--- src/string_literal_escape_decoder_defines.svh ---
// ----------------------------------------------------------------------------
// String literal escape decoder assertion macros
// Concurrent assertion wrappers on the top-level clock and reset.
// ----------------------------------------------------------------------------
`ifndef STRING_LITERAL_ESCAPE_DECODER_DEFINES_SVH
`define STRING_LITERAL_ESCAPE_DECODER_DEFINES_SVH

// Check outside reset only.
`define SLED_ASSERT(label, prop, msg) \
    label: assert property (@(posedge i_clk) disable iff (!i_rst_n) prop) else $error(msg);

// Check on every edge, reset included.
`define SLED_ASSERT_ALWAYS(label, prop, msg) \
    label: assert property (@(posedge i_clk) prop) else $error(msg);

`endif

--- src/sled_pkg.sv ---
`timescale 1ns / 1ps
// ----------------------------------------------------------------------------
// String literal escape decoder package
// Result kinds, character codes, table request and result types.
// ----------------------------------------------------------------------------
package sled_pkg;

    localparam int TBL_DEPTH = 256;
    localparam int TBL_AW    = $clog2(TBL_DEPTH);
    localparam int APB_AW    = 3;
    localparam int APB_DW    = 32;
    localparam int MAX_RES   = 3;
    localparam int CNT_W     = 2;

    localparam logic       REG_IDX_RADIX = 1'b0;
    localparam logic [3:0] RADIX_RESET   = 4'd10;
    localparam logic [3:0] RADIX_OCT     = 4'd8;

    localparam logic [7:0] CH_N     = 8'h6E;
    localparam logic [7:0] CH_T     = 8'h74;
    localparam logic [7:0] CH_R     = 8'h72;
    localparam logic [7:0] CH_QUOTE = 8'h22;
    localparam logic [7:0] CH_BSL   = 8'h5C;
    localparam logic [7:0] CH_ZERO  = 8'h30;
    localparam logic [7:0] CH_SEVEN = 8'h37;
    localparam logic [7:0] CH_EIGHT = 8'h38;
    localparam logic [7:0] CH_NINE  = 8'h39;

    localparam logic [7:0] CODE_LF    = 8'h0A;
    localparam logic [7:0] CODE_TAB   = 8'h09;
    localparam logic [7:0] CODE_CR    = 8'h0D;
    localparam logic [7:0] CODE_QUOTE = 8'h22;

    typedef enum logic [2:0] {
        KIND_DATA   = 3'd0,
        KIND_NONOCT = 3'd1,
        KIND_OCTEND = 3'd2,
        KIND_UNTERM = 3'd3,
        KIND_CLOSED = 3'd4
    } t_kind;

    typedef struct packed {
        t_kind      kind;
        logic [7:0] data;
    } t_res;

    typedef struct packed {
        logic              wr_en;
        logic [TBL_AW-1:0] wr_addr;
        logic [7:0]        wr_data;
        logic              rd_en;
        logic [TBL_AW-1:0] rd_addr;
    } t_tbl_req;

endpackage

--- src/sled_if.sv ---
`timescale 1ns / 1ps
// ----------------------------------------------------------------------------
// String literal escape decoder channels
// Valid/ready interfaces for input items and result items.
// ----------------------------------------------------------------------------
interface sled_in_if;
    logic       valid;
    logic       ready;
    logic       req_type;
    logic [7:0] char_byte;
    logic       end_of_text;
    logic [7:0] table_index;
    logic [7:0] table_value;

    modport source (output valid, req_type, char_byte, end_of_text, table_index,
                    table_value, input ready);
    modport sink (input valid, req_type, char_byte, end_of_text, table_index,
                  table_value, output ready);
endinterface

interface sled_out_if;
    logic       valid;
    logic       ready;
    logic [2:0] result_kind;
    logic [7:0] out_byte;
    logic       last_of_run;

    modport source (output valid, result_kind, out_byte, last_of_run, input ready);
    modport sink (input valid, result_kind, out_byte, last_of_run, output ready);
endinterface

--- src/sled_table.sv ---
`timescale 1ns / 1ps
// ----------------------------------------------------------------------------
// Translation table
// 256 x 8 memory with per-entry valid bits; unwritten entries read as index.
// ----------------------------------------------------------------------------
module sled_table (
    input  logic               i_clk,
    input  logic               i_rst_n,
    input  sled_pkg::t_tbl_req i_req,
    output logic [7:0]         o_rd_data
);

    logic [7:0]                     r_mem [sled_pkg::TBL_DEPTH];
    logic [sled_pkg::TBL_DEPTH-1:0] r_vld;
    logic [7:0]                     r_rd_data;
    logic                           r_rd_hit;
    logic [sled_pkg::TBL_AW-1:0]    r_rd_addr;

    always_ff @(posedge i_clk) begin
        if (!i_rst_n) begin
            r_vld <= '0;
        end else if (i_req.wr_en) begin
            r_vld[i_req.wr_addr] <= 1'b1;
        end
    end

    always_ff @(posedge i_clk) begin
        if (i_req.wr_en) begin
            r_mem[i_req.wr_addr] <= i_req.wr_data;
        end
        if (i_req.rd_en) begin
            r_rd_data <= r_mem[i_req.rd_addr];
            r_rd_hit  <= r_vld[i_req.rd_addr];
            r_rd_addr <= i_req.rd_addr;
        end
    end

    assign o_rd_data = r_rd_hit ? r_rd_data : 8'(r_rd_addr);

endmodule

--- src/string_literal_escape_decoder.sv ---
`timescale 1ns / 1ps
// ----------------------------------------------------------------------------
// String literal escape decoder
// Decodes a quoted string body character by character into result bytes.
// ----------------------------------------------------------------------------
// Accepts one input item per cycle while the input stage is free. Each item
// is registered together with its translation table read and decoded in the
// following cycle. Its results (zero to three) are loaded into a three-slot
// result register once that has drained or as its last result is popped; it
// drains one result per cycle while the output is ready. The table comes out
// of reset as identity through per-entry valid bits, so no clearing pass is
// needed. The user writes configuration through the APB port at address 0
// (digit_radix) only while the decoder is idle; the block does not enforce it.
// ----------------------------------------------------------------------------
`include "string_literal_escape_decoder_defines.svh"

module string_literal_escape_decoder (
    input  logic                          i_clk,
    input  logic                          i_rst_n,
    input  logic                          psel,
    input  logic                          penable,
    input  logic                          pwrite,
    input  logic [sled_pkg::APB_AW-1:0]   paddr,
    input  logic [sled_pkg::APB_DW-1:0]   pwdata,
    output logic [sled_pkg::APB_DW-1:0]   prdata,
    output logic                          pready,
    sled_in_if.sink                       i_in,
    sled_out_if.source                    o_out
);

    typedef enum logic [2:0] {
        PH_PLAIN  = 3'd0,
        PH_ESC    = 3'd1,
        PH_NUM1   = 3'd2,
        PH_NUM2   = 3'd3,
        PH_AFTER3 = 3'd4
    } t_phase;

    logic [3:0]                   r_radix;
    t_phase                       r_phase;
    t_phase                       n_phase;
    logic [9:0]                   r_acc;
    logic [9:0]                   n_acc;
    logic                         r_s1_vld;
    logic                         r_s1_req_type;
    logic [7:0]                   r_s1_char;
    logic                         r_s1_eot;
    sled_pkg::t_res               r_grp [sled_pkg::MAX_RES];
    sled_pkg::t_res               n_res [sled_pkg::MAX_RES];
    logic [sled_pkg::CNT_W-1:0]   r_gcnt;
    logic [sled_pkg::CNT_W-1:0]   n_cnt;
    sled_pkg::t_tbl_req           w_tbl_req;
    logic [7:0]                   w_tdata;
    logic                         w_in_acc;
    logic                         w_pop;
    logic                         w_take;
    logic                         w_cfg_wr;

    // Configuration
    assign pready   = 1'b1;
    assign w_cfg_wr = psel && penable && pwrite && (paddr[2] == sled_pkg::REG_IDX_RADIX);
    assign prdata   = (paddr[2] == sled_pkg::REG_IDX_RADIX) ?
                      sled_pkg::APB_DW'(r_radix) : '0;

    always_ff @(posedge i_clk) begin
        if (!i_rst_n) begin
            r_radix <= sled_pkg::RADIX_RESET;
        end else if (w_cfg_wr) begin
            r_radix <= pwdata[3:0];
        end
    end

    // Handshakes
    assign w_in_acc   = i_in.valid && i_in.ready;
    assign w_pop      = o_out.valid && o_out.ready;
    assign w_take     = r_s1_vld && ((r_gcnt == '0) || ((r_gcnt == 2'd1) && o_out.ready));
    assign i_in.ready = !r_s1_vld || w_take;

    assign w_tbl_req.wr_en   = w_in_acc && i_in.req_type;
    assign w_tbl_req.wr_addr = i_in.table_index;
    assign w_tbl_req.wr_data = i_in.table_value;
    assign w_tbl_req.rd_en   = w_in_acc;
    assign w_tbl_req.rd_addr = i_in.char_byte;

    sled_table u_table (
        .i_clk     (i_clk),
        .i_rst_n   (i_rst_n),
        .i_req     (w_tbl_req),
        .o_rd_data (w_tdata)
    );

    // Decode
    always_comb begin
        logic [7:0]                 c;
        logic [3:0]                 dig;
        logic                       is_dig;
        logic                       cont;
        logic                       oct;
        logic                       c89;
        logic [13:0]                prod;
        logic [9:0]                 acc_grow;
        logic [sled_pkg::CNT_W-1:0] idx;
        logic                       do_plain;

        c        = r_s1_char;
        dig      = c[3:0];
        is_dig   = (c >= sled_pkg::CH_ZERO) && (c <= sled_pkg::CH_NINE);
        cont     = is_dig && (dig < r_radix);
        oct      = (r_radix == sled_pkg::RADIX_OCT);
        c89      = (c == sled_pkg::CH_EIGHT) || (c == sled_pkg::CH_NINE);
        prod     = r_acc * r_radix;
        acc_grow = prod[9:0] + 10'(dig);
        idx      = '0;
        do_plain = 1'b0;
        n_phase  = r_phase;
        n_acc    = r_acc;
        for (int k = 0; k < sled_pkg::MAX_RES; k++) begin
            n_res[k] = '{kind: sled_pkg::KIND_DATA, data: 8'h00};
        end

        if (r_s1_req_type) begin
            n_phase = r_phase;
        end else if (r_s1_eot) begin
            if ((r_phase == PH_NUM1) || (r_phase == PH_NUM2)) begin
                n_res[idx] = '{kind: sled_pkg::KIND_DATA, data: r_acc[7:0]};
                idx        = idx + 2'd1;
            end
            n_res[idx] = '{kind: sled_pkg::KIND_UNTERM, data: 8'h00};
            idx        = idx + 2'd1;
            n_phase    = PH_PLAIN;
            n_acc      = '0;
        end else begin
            case (r_phase)
                PH_ESC: begin
                    n_phase = PH_PLAIN;
                    if (c == sled_pkg::CH_N) begin
                        n_res[idx] = '{kind: sled_pkg::KIND_DATA, data: sled_pkg::CODE_LF};
                        idx        = idx + 2'd1;
                    end else if (c == sled_pkg::CH_T) begin
                        n_res[idx] = '{kind: sled_pkg::KIND_DATA, data: sled_pkg::CODE_TAB};
                        idx        = idx + 2'd1;
                    end else if (c == sled_pkg::CH_R) begin
                        n_res[idx] = '{kind: sled_pkg::KIND_DATA, data: sled_pkg::CODE_CR};
                        idx        = idx + 2'd1;
                    end else if (c == sled_pkg::CH_QUOTE) begin
                        n_res[idx] = '{kind: sled_pkg::KIND_DATA,
                                       data: sled_pkg::CODE_QUOTE};
                        idx        = idx + 2'd1;
                    end else if (is_dig) begin
                        if (oct && (c > sled_pkg::CH_SEVEN)) begin
                            n_res[idx] = '{kind: sled_pkg::KIND_NONOCT, data: 8'h00};
                            idx        = idx + 2'd1;
                        end
                        n_acc   = 10'(dig);
                        n_phase = PH_NUM1;
                    end else begin
                        n_res[idx] = '{kind: sled_pkg::KIND_DATA, data: c};
                        idx        = idx + 2'd1;
                    end
                end
                PH_NUM1, PH_NUM2: begin
                    if (cont && (r_phase == PH_NUM1)) begin
                        n_acc   = acc_grow;
                        n_phase = PH_NUM2;
                    end else if (cont) begin
                        n_res[idx] = '{kind: sled_pkg::KIND_DATA, data: acc_grow[7:0]};
                        idx        = idx + 2'd1;
                        n_acc      = '0;
                        n_phase    = PH_AFTER3;
                    end else begin
                        n_res[idx] = '{kind: sled_pkg::KIND_DATA, data: r_acc[7:0]};
                        idx        = idx + 2'd1;
                        if (oct && c89) begin
                            n_res[idx] = '{kind: sled_pkg::KIND_OCTEND, data: 8'h00};
                            idx        = idx + 2'd1;
                        end
                        n_acc    = '0;
                        do_plain = 1'b1;
                    end
                end
                PH_AFTER3: begin
                    if (oct && c89) begin
                        n_res[idx] = '{kind: sled_pkg::KIND_OCTEND, data: 8'h00};
                        idx        = idx + 2'd1;
                    end
                    do_plain = 1'b1;
                end
                default: begin
                    do_plain = 1'b1;
                end
            endcase

            if (do_plain) begin
                n_phase = PH_PLAIN;
                if (c == sled_pkg::CH_QUOTE) begin
                    n_res[idx] = '{kind: sled_pkg::KIND_CLOSED, data: 8'h00};
                    idx        = idx + 2'd1;
                end else if (c == sled_pkg::CH_BSL) begin
                    n_phase = PH_ESC;
                end else begin
                    n_res[idx] = '{kind: sled_pkg::KIND_DATA, data: w_tdata};
                    idx        = idx + 2'd1;
                end
            end
        end

        n_cnt = idx;
    end

    // Input stage, decode state and result register
    always_ff @(posedge i_clk) begin
        if (!i_rst_n) begin
            r_s1_vld <= 1'b0;
            r_phase  <= PH_PLAIN;
            r_acc    <= '0;
            r_gcnt   <= '0;
        end else begin
            if (w_in_acc) begin
                r_s1_vld      <= 1'b1;
                r_s1_req_type <= i_in.req_type;
                r_s1_char     <= i_in.char_byte;
                r_s1_eot      <= i_in.end_of_text;
            end else if (w_take) begin
                r_s1_vld <= 1'b0;
            end

            if (w_take) begin
                r_phase <= n_phase;
                r_acc   <= n_acc;
                r_gcnt  <= n_cnt;
                r_grp   <= n_res;
            end else if (w_pop) begin
                r_gcnt   <= r_gcnt - 2'd1;
                r_grp[0] <= r_grp[1];
                r_grp[1] <= r_grp[2];
            end
        end
    end

    assign o_out.valid       = (r_gcnt != '0);
    assign o_out.result_kind = r_grp[0].kind;
    assign o_out.out_byte    = r_grp[0].data;
    assign o_out.last_of_run = (r_gcnt == 2'd1);

    `SLED_ASSERT(a_take_loads_count, w_take |=> (r_gcnt == $past(n_cnt)), "result count not loaded")
    `SLED_ASSERT(a_table_write_silent, (w_take && r_s1_req_type) |=> (r_gcnt == '0), "table write produced results")
    `SLED_ASSERT(a_eot_clears, (w_take && !r_s1_req_type && r_s1_eot) |=> ((r_phase == PH_PLAIN) && (r_acc == '0)), "end of text left decode state")
    `SLED_ASSERT(a_warn_zero_byte, (o_out.valid && (o_out.result_kind != sled_pkg::KIND_DATA)) |-> (o_out.out_byte == 8'h00), "warning carries nonzero byte")
    `SLED_ASSERT_ALWAYS(a_reset_empty, !i_rst_n |=> (!o_out.valid && !r_s1_vld), "results pending after reset")

endmodule
--- src/flat_wrapper.sv ---
// flat-port wrapper written by rule: the top's interface ports become plain ports
module string_literal_escape_decoder_flat 
  (i_clk, i_rst_n, psel, penable, pwrite, paddr, pwdata, prdata, pready, i_in_valid, i_in_req_type, i_in_char_byte, i_in_end_of_text, i_in_table_index, i_in_table_value, i_in_ready, o_out_valid, o_out_result_kind, o_out_out_byte, o_out_last_of_run, o_out_ready);
  sled_in_if i_in_i ();
  sled_out_if o_out_i ();
  input  logic i_clk;
  input  logic i_rst_n;
  input  logic psel;
  input  logic penable;
  input  logic pwrite;
  input  logic [sled_pkg::APB_AW-1:0] paddr;
  input  logic [sled_pkg::APB_DW-1:0] pwdata;
  output logic [sled_pkg::APB_DW-1:0] prdata;
  output logic pready;
  input wire logic [$bits(i_in_i.valid)-1:0] i_in_valid;
  input wire logic [$bits(i_in_i.req_type)-1:0] i_in_req_type;
  input wire logic [$bits(i_in_i.char_byte)-1:0] i_in_char_byte;
  input wire logic [$bits(i_in_i.end_of_text)-1:0] i_in_end_of_text;
  input wire logic [$bits(i_in_i.table_index)-1:0] i_in_table_index;
  input wire logic [$bits(i_in_i.table_value)-1:0] i_in_table_value;
  output wire logic [$bits(i_in_i.ready)-1:0] i_in_ready;
  output wire logic [$bits(o_out_i.valid)-1:0] o_out_valid;
  output wire logic [$bits(o_out_i.result_kind)-1:0] o_out_result_kind;
  output wire logic [$bits(o_out_i.out_byte)-1:0] o_out_out_byte;
  output wire logic [$bits(o_out_i.last_of_run)-1:0] o_out_last_of_run;
  input wire logic [$bits(o_out_i.ready)-1:0] o_out_ready;
  assign i_in_i.valid = i_in_valid;
  assign i_in_i.req_type = i_in_req_type;
  assign i_in_i.char_byte = i_in_char_byte;
  assign i_in_i.end_of_text = i_in_end_of_text;
  assign i_in_i.table_index = i_in_table_index;
  assign i_in_i.table_value = i_in_table_value;
  assign i_in_ready = i_in_i.ready;
  assign o_out_valid = o_out_i.valid;
  assign o_out_result_kind = o_out_i.result_kind;
  assign o_out_out_byte = o_out_i.out_byte;
  assign o_out_last_of_run = o_out_i.last_of_run;
  assign o_out_i.ready = o_out_ready;
  string_literal_escape_decoder u_core (.i_clk(i_clk), .i_rst_n(i_rst_n), .psel(psel), .penable(penable), .pwrite(pwrite), .paddr(paddr), .pwdata(pwdata), .prdata(prdata), .pready(pready), .i_in(i_in_i), .o_out(o_out_i));
endmodule
--- config.mk ---
export PLATFORM = sky130hd
export DESIGN_NAME = string_literal_escape_decoder_flat
export DESIGN_NICKNAME = d
export VERILOG_FILES = /design/src/sled_pkg.sv /design/src/sled_if.sv /design/src/sled_table.sv /design/src/string_literal_escape_decoder.sv /design/src/flat_wrapper.sv
export VERILOG_INCLUDE_DIRS = /design/src /design/src/src
export SDC_FILE = /design/constraint.sdc
export NUM_CORES = 2
export LEC_CHECK = 0
export ABC_AREA = 0
export BUFFER_PORTS_ARGS = -buffer_cell sky130_fd_sc_hd__buf_4
export CAP_MARGIN = 30
export CORE_MARGIN = 4
export CORE_UTILIZATION = 45
export DETAILED_ROUTE_END_ITERATION = 12
export GPL_TIMING_DRIVEN = 0
export SETUP_SLACK_MARGIN = 0.4
export SLEW_MARGIN = 15
export SYNTH_ARGS = -nofsm -noshare
export SYNTH_HDL_FRONTEND = slang
export SYNTH_HIERARCHICAL = 1
export SYNTH_SLANG_ARGS = --single-unit
export TNS_END_PERCENT = 1
--- constraint.sdc ---
create_clock -name i_clk -period 4.2 [get_ports i_clk]
set_input_delay 0.42 -clock i_clk [delete_from_list [all_inputs] [get_ports i_clk]]
set_output_delay 0.42 -clock i_clk [all_outputs]
set_load 0.01 [all_outputs]
* Word-level counts from Yosys, hierarchy flattened
Memory sizes are Yosys's and may differ from the RTL's. A register that Yosys moved wholly into a read port is not among the register bits.
Cells that the tools add are included.
** Storage, ports and cells
- Logic and storage cells :: 186
- Memories kept :: 1
- Memory bits (writable) :: 2048
- Register bits :: 328
- Output and inout bits :: 47
** Operators by class
- Reductions and logical operators :: 33
- Mux-type cells :: 89
- Multipliers :: 1
- Bitwise operators :: 11
- Eq/ne operators :: 19
- Add/subtract/negate cells :: 4
- Magnitude comparators :: 11
** Memories
- u_core.u_table.r_mem :: words 256, bits a word 8, read ports 1, clocked after Yosys merged registers in 1, write ports 1, line sled_table.sv:13 : logic [7:0] r_mem [sled_pkg::TBL_DEPTH];
** Operators by type and width (number)
- $or A256 B256 Y256 :: 1
- $mux W33 :: 5
- $mux W11 :: 14
- $mux W10 :: 8
- $demux W11 S2 :: 2
- $mux W22 :: 2
- $mux W2 :: 20
- $bwmux W33 :: 1
- $pmux W11 S3 :: 1
- $eq A8 B7 Y1 const B :: 4
- $and A30 B30 Y30 :: 1
- $not A30 Y30 :: 1
- $and A27 B27 Y27 :: 1
- $mux W3 :: 9
- $not A27 Y27 :: 1
- $eq A8 B6 Y1 const B :: 3
- $mux W8 :: 3
- $pmux W10 S2 :: 1
- $mux W19 :: 1
- $lt A8 B9 Y1 const B :: 2
- $mux W9 :: 2
- $logic_and A1 B1 Y1 :: 16
- $mux W1 :: 14
- $ne A3 B2 Y1 const B :: 4
- other kinds (38) :: 51

* Longest topological paths before layout
- Depth in word-level cells :: 23
- Mapped depth :: 14
- Gate-level depth less buffers :: 14

* Cells and area by module
Netlist, hierarchy kept.
** Modules (own cells, without submodules)
- sled_table :: area an instance 89210.6 sq um, seq. area each 67134.4 sq um, cells each 4512, instances 1
- string_literal_escape_decoder :: area an instance 4580.6 sq um, seq. area each 1591.5 sq um, cells each 507, instances 1

* Least setup slack after synthesis
OpenSTA, ideal clock, no wires.
- Path type :: register -> register
- Start :: reg u_core.r_radix[1]
- End :: reg u_core.r_grp (netlist bit u_core/o_out.out_byte[6]), data pin
- Clock period less this slack :: 3.523 ns
- Setup slack :: 0.677 ns
- Required time :: 4.031 ns
- Buffers on the path :: 0
- Stages on the path, launching flop included :: 12
- Data arrival time :: 3.354 ns
- Path through :: dfxtp_1 > nand2_1 > fa_1 > fa_1 > inv_1 > fa_1 > ha_1 > a21oi_1 > or4b_2 > o2111ai_1 > a211oi_1 > o31ai_1
** On the way
- Word-level cells in the longest chain between the ends :: 23
- Elaborated cells between the ends (all ways) :: 46
- Those cells by class :: add/sub: 1; mul: 1; order compare: 3; eq/ne: 1; mux: 32; bitwise: 3; reduce/logical: 5
** RTL lines
- from (decl) :: line string_literal_escape_decoder.sv:39 : logic [3:0] r_radix;
- from (signal assigned) :: line string_literal_escape_decoder.sv:67 : r_radix <= sled_pkg::RADIX_RESET;
- from (signal assigned) :: line string_literal_escape_decoder.sv:69 : r_radix <= pwdata[3:0];
- branches (longest 19 deep; another with $mul A10 B4 Y10)
- $mux W33 * :: line string_literal_escape_decoder.sv:193 : if (do_plain) begin
- $mux W33 * :: line string_literal_escape_decoder.sv:123 : end else if (r_s1_eot) begin
- $mux W33 * :: line string_literal_escape_decoder.sv:121 : if (r_s1_req_type) begin
- $mux W22 * :: line string_literal_escape_decoder.sv:227 : if (w_take) begin
- to (signal assigned) :: line string_literal_escape_decoder.sv:231 : r_grp <= n_res;
- to (decl) :: line string_literal_escape_decoder.sv:48 : sled_pkg::t_res r_grp [sled_pkg::MAX_RES];
Every way passes the cells marked *. The select of a mux whose other input is x is not followed.
A chain may end at the register's enable or synchronous reset.

==> impl_metrics.prom <==
# TYPE chip_impl_metric gauge
chip_impl_metric{name="total_leakage_power",unit="nW"} 34.7
chip_impl_metric{name="vias",unit=""} 55057
chip_impl_info{name="top_usage_layer",value="met2"} 1
chip_impl_info{name="violations",value="negative setup slack"} 1
chip_impl_metric{name="met3_usage",unit="%"} 10.1
chip_impl_metric{name="first_iter_violations",unit=""} 8846
chip_impl_metric{name="clk_latency",unit="ns"} 0.90
chip_impl_metric{name="maxSlewHeadroom",unit="%"} 5.31
chip_impl_info{name="crit_path_cell_trace",value="buf_4 > buf_2 > buf_2 > inv_1 > clkbuf_1 > buf_6 > clkbuf_1 > buf_6 > a21oi_1 > nor3_1 > a211oi_2 > nor4_2"} 1
chip_impl_metric{name="route.detailed.vias_per_inst",unit=""} 6.47
chip_impl_metric{name="htreeDepth",unit=""} 4
chip_impl_metric{name="cts-root-to-sink-buffers",unit=""} 3
chip_impl_metric{name="die_h",unit="µm"} 465
chip_impl_metric{name="numPlacedInstances",unit=""} 8005
chip_impl_metric{name="drcViolationCount",unit=""} 0
chip_impl_metric{name="yosys.cell_types.count",unit=""} 84
chip_impl_metric{name="drtAntennaViolNets",unit=""} 0
chip_impl_metric{name="post_route_cell_area",unit="µm²"} 108000
chip_impl_metric{name="final_worst_path_period_share",unit="%"} 101
chip_impl_info{name="cts_root_buffer",value="sky130_fd_sc_hd__clkbuf_16"} 1
chip_impl_metric{name="starting_density_of_the_core",unit="%"} 45.2
chip_impl_info{name="cp-endpoint",value="u_core/u_table/r_rd_data[1]"} 1
chip_impl_metric{name="wl",unit="mm"} 322
chip_impl_metric{name="required",unit="ns"} 4.75
chip_impl_metric{name="routedWlPerCell",unit="µm"} 37.8
chip_impl_metric{name="dr.pass1.iters",unit=""} 6
chip_impl_info{name="timing.setup.critical_path_class",value="in -> reg"} 1
chip_impl_metric{name="setup_viol_count_final",unit=""} 2
chip_impl_metric{name="vdd_ir_drop_max",unit="mV"} 0.405
chip_impl_metric{name="postSynthAreaPerCell",unit="µm²"} 18.7
chip_impl_metric{name="synth-warning-count",unit=""} 6
chip_impl_metric{name="clock_skew_after_layout",unit="ns"} 0.0436
chip_impl_metric{name="gr_layer_usage_met1",unit="%"} 39.0
chip_impl_metric{name="fin_ws",unit="ns"} -0.0537
chip_impl_metric{name="placed_cell_area",unit="µm²"} 99400
chip_impl_info{name="critPathCaptureType",value="register"} 1
chip_impl_metric{name="rr_worst_depth",unit=""} 9
chip_impl_metric{name="critPathMaxFanout",unit=""} 10
chip_impl_info{name="cp-start-kind",value="primary input"} 1
chip_impl_metric{name="critPathMaxStageDelay",unit="ns"} 0.83
chip_impl_metric{name="max_freq",unit="MHz"} 235
chip_impl_metric{name="final_cell_count_no_fill",unit=""} 8506
chip_impl_info{name="cts_tree",value="built"} 1
chip_impl_metric{name="numPortBuffers",unit=""} 51
chip_impl_metric{name="antenna_violations_before_repair",unit=""} 26
chip_impl_metric{name="ys_ff_latch",unit=""} 2380
chip_impl_metric{name="area_overhead_of_the_layout_relative_to_synthesis",unit="%"} 15.5
chip_impl_metric{name="post_layout_power",unit="mW"} 50.0
chip_impl_metric{name="finalCriticalPeriod",unit="ns"} 4.25
chip_impl_metric{name="grt_pass1_wl",unit="mm"} 435
chip_impl_info{name="synth_ff_type",value="sky130_fd_sc_hd__edfxtp_1"} 1
chip_impl_metric{name="number_of_enable_flip_flop_cells_after_synthesis",unit=""} 2106
chip_impl_metric{name="max-cap-violations",unit=""} 0
chip_impl_metric{name="grt_util_met2",unit="%"} 43.8
chip_impl_metric{name="finalNetCount",unit=""} 5607
chip_impl_metric{name="hold_violations",unit=""} 0
chip_impl_metric{name="power.density",unit="nW/µm²"} 461
chip_impl_metric{name="grtUsageTotal",unit="%"} 29.4
chip_impl_info{name="outcome",value="finished with violations"} 1
chip_impl_metric{name="top_level_i_o_count",unit=""} 115
chip_impl_metric{name="final_setup_tns",unit="ns"} -0.104
chip_impl_metric{name="synthesis.instances",unit=""} 5019
chip_impl_metric{name="cts-buffers-inserted",unit=""} 232
chip_impl_metric{name="setup.reg_to_reg.worst_slack",unit="ns"} 0.43
chip_impl_metric{name="post-dp-hpwl",unit="mm"} 219
chip_impl_metric{name="dieArea",unit="µm²"} 216000
chip_impl_metric{name="std_cell_rows",unit=""} 167
chip_impl_metric{name="worstPathArrival",unit="ns"} 4.81
chip_impl_metric{name="final_max_slew_viol_count",unit=""} 0
chip_impl_metric{name="numClockSinks",unit=""} 2380
chip_impl_metric{name="clkTransAtPathRegs",unit="ns"} 0.06
chip_impl_metric{name="die_w",unit="µm"} 465
chip_impl_metric{name="gp_congestion",unit=""} 0.967
chip_impl_metric{name="timing_worst_slew_pin_value",unit="ns"} 1.42
chip_impl_info{name="critical_path.reg2reg.endpoint",value="u_core/u_table/r_mem[61][0]"} 1
chip_impl_info{name="grt_setup_unrepaired",value="true"} 1
chip_impl_info{name="crit_path_top_delay_cell",value="sky130_fd_sc_hd__nor3_1"} 1
chip_impl_metric{name="first_global_vias",unit=""} 52249
chip_impl_metric{name="whs_path_depth",unit=""} 4
chip_impl_info{name="critical_path_launch_point",value="i_in_char_byte[2]"} 1
chip_impl_metric{name="core_region_area",unit="µm²"} 207000
chip_impl_metric{name="asyncSetResetFlopFracSynth",unit="%"} 0
chip_impl_info{name="holdCritPathClass",value="in -> reg"} 1
chip_impl_metric{name="global_route.overflow_total",unit=""} 0
chip_impl_metric{name="synth-seq-area-share",unit="%"} 73.3
chip_impl_metric{name="synthesis.area",unit="µm²"} 93800
chip_impl_metric{name="grt_start_max_net_pins",unit=""} 133
chip_impl_metric{name="drive_gt1_share",unit="%"} 25.5
chip_impl_info{name="crit-reg2reg-launch",value="u_core/r_gcnt[0]"} 1
## layer usage
layer | wire, µm | up-vias
li1 | - | 21431
met1 | 118000 | 29028
met2 | 142000 | 3820
met3 | 43400 | 762
met4 | 18100 | 16
met5 | 108 | -
## kinds of logic after synthesis
group / Yosys count / share of synthesized area, %
multiplexers: 677 / 13.8
adder cells (fa/ha/maj): 33 / 0.528
AND/OR/NAND/NOR: 648 / 3.20
AO/OA/AOI/OAI: 883 / 6.64
flip-flops: 2380 / 73.3
buffers and inverters: 388 / 2.46
other: 2 / 0.00801
XOR/XNOR: 8 / 0.0894
## how the worst min path moves through the flow
stage / startpoint / to / slack [ns]
floorplan: u_core/u_table/r_vld[102] / u_core/u_table/r_vld[102] / 0.44
global placement: u_core/u_table/r_vld[26] / u_core/u_table/r_vld[26] / 0.44
detailed placement: u_core/u_table/r_vld[211] / u_core/u_table/r_vld[211] / 0.45
CTS: i_rst_n / u_core/r_gcnt[0] / 0.05
global route: i_rst_n / u_core/r_gcnt[0] / 0.10
finish: pwrite / u_core/r_radix[2] / 0.11
## Yosys cell counts, drive strengths merged (4+ instances only)
library cell	n	area (µm²)
a2111oi	4	53.8
inv	36	135
o211ai	9	67.6
a31oi	20	125
o21a	260	1950
clkbuf	167	627
nor2	321	1200
nand3	44	220
a41oi	4	35.0
mux2i	176	1760
or3	4	30.0
nor3b	7	52.6
xnor2	6	52.6
ha	22	275
a211o	4	35.0
a211oi	26	208
o22ai	45	282
nand2b	9	56.3
o31ai	6	45.0
and3	7	43.8
or2	4	25.0
nand2	109	409
nand4	13	81.3
mux2	9	101
nor4	26	163
and4	4	37.5
a21oi	166	853
o21ai	49	245
and3b	5	45.0
a21o	4	30.0
o221ai	45	413
or4	5	37.5
fa	11	220
nand3b	8	60.1
a22oi	188	1410
a22o	17	149
nor3	28	145
edfxtp	2106	63200
mux4	492	11100
dfxtp	274	5490
buf	184	1550
nor2b	19	119
o21bai	4	30.0
and2	21	131
## metrics by stage
stage	hold slack [ns]	util (%)	setup slack (ns)
after floorplan	0.435	-	0.677
after global placement	0.440	47.2	-1.85
after detailed placement	0.448	47.9	-1.24
after CTS	0.0548	51.9	0.132
after global routing	0.100	52.3	0.246
final	0.114	52.3	-0.0537
## critical path: cells and delay by family
kind | cells | cell delay (ns)
buffers and inverters | 8 | 2.35
AO/OA/AOI/OAI | 2 | 0.34
AND/OR/NAND/NOR | 2 | 1.62
## layout by cell type, fill, tap and decap left out, types with 46 or more instances in the layout
cell	instances
sky130_fd_sc_hd__nand2_1	108
sky130_fd_sc_hd__dfxtp_1	268
sky130_fd_sc_hd__mux2i_1	176
sky130_fd_sc_hd__nor2_4	61
sky130_fd_sc_hd__o21a_1	260
sky130_fd_sc_hd__clkbuf_1	208
sky130_fd_sc_hd__a22oi_1	188
sky130_fd_sc_hd__buf_2	69
sky130_fd_sc_hd__a21oi_1	158
sky130_fd_sc_hd__buf_4	190
sky130_fd_sc_hd__mux4_2	492
sky130_fd_sc_hd__o21ai_0	46
sky130_fd_sc_hd__edfxtp_1	2106
sky130_fd_sc_hd__clkbuf_16	234
sky130_fd_sc_hd__nor2_2	100
sky130_fd_sc_hd__nor2_1	160
sky130_fd_sc_hd__buf_6	57
## where the power goes
| part | leakage (nW) | internal (mW) | switching, mW |
|---|---|---|---|
| combinational | 9.85 | 0.985 | 2.33 |
| clock | 3.68 | 11.8 | 9.04 |
| sequential | 21.2 | 25.8 | 0.0307 |
## registers in the layout, indices dropped and copies added, names as in the netlist, 4 cells and up
signal                    flops
u_core/u_table/r_mem       2048
u_core/u_table/r_vld        256
u_core/r_acc                  8
u_core/r_grp                 20
u_core/r_s1_char              8
u_core/o_out.out_byte         8
u_core/r_radix                4
u_core/u_table/r_rd_addr      8
u_core/u_table/r_rd_data      8
## layout make-up
type	instances	area, µm²
fillers	16486	98900
flip-flops and latches	2380	68700
multi-input cells	2278	23700
clock buffers	335	6380
well taps	2788	3490
repair buffers	226	2400
plain buffers	351	2260
clock inverters	104	1190
inverters	37	139
diodes	7	17.5
## repair_timing
| action | 4_1_cts | 5_1_grt |
|---|---|---|
| pin swaps | 1 | 5 |
| hold buffers | 26 | 0 |
| resized for setup | 116 | 167 |
| buffers inserted | 0 | 2 |
| setup endpoints to repair | 1373 | 1587 |
| endpoints found under the hold margin | 197 | 0 |
(Power assumes the default switching activity.)
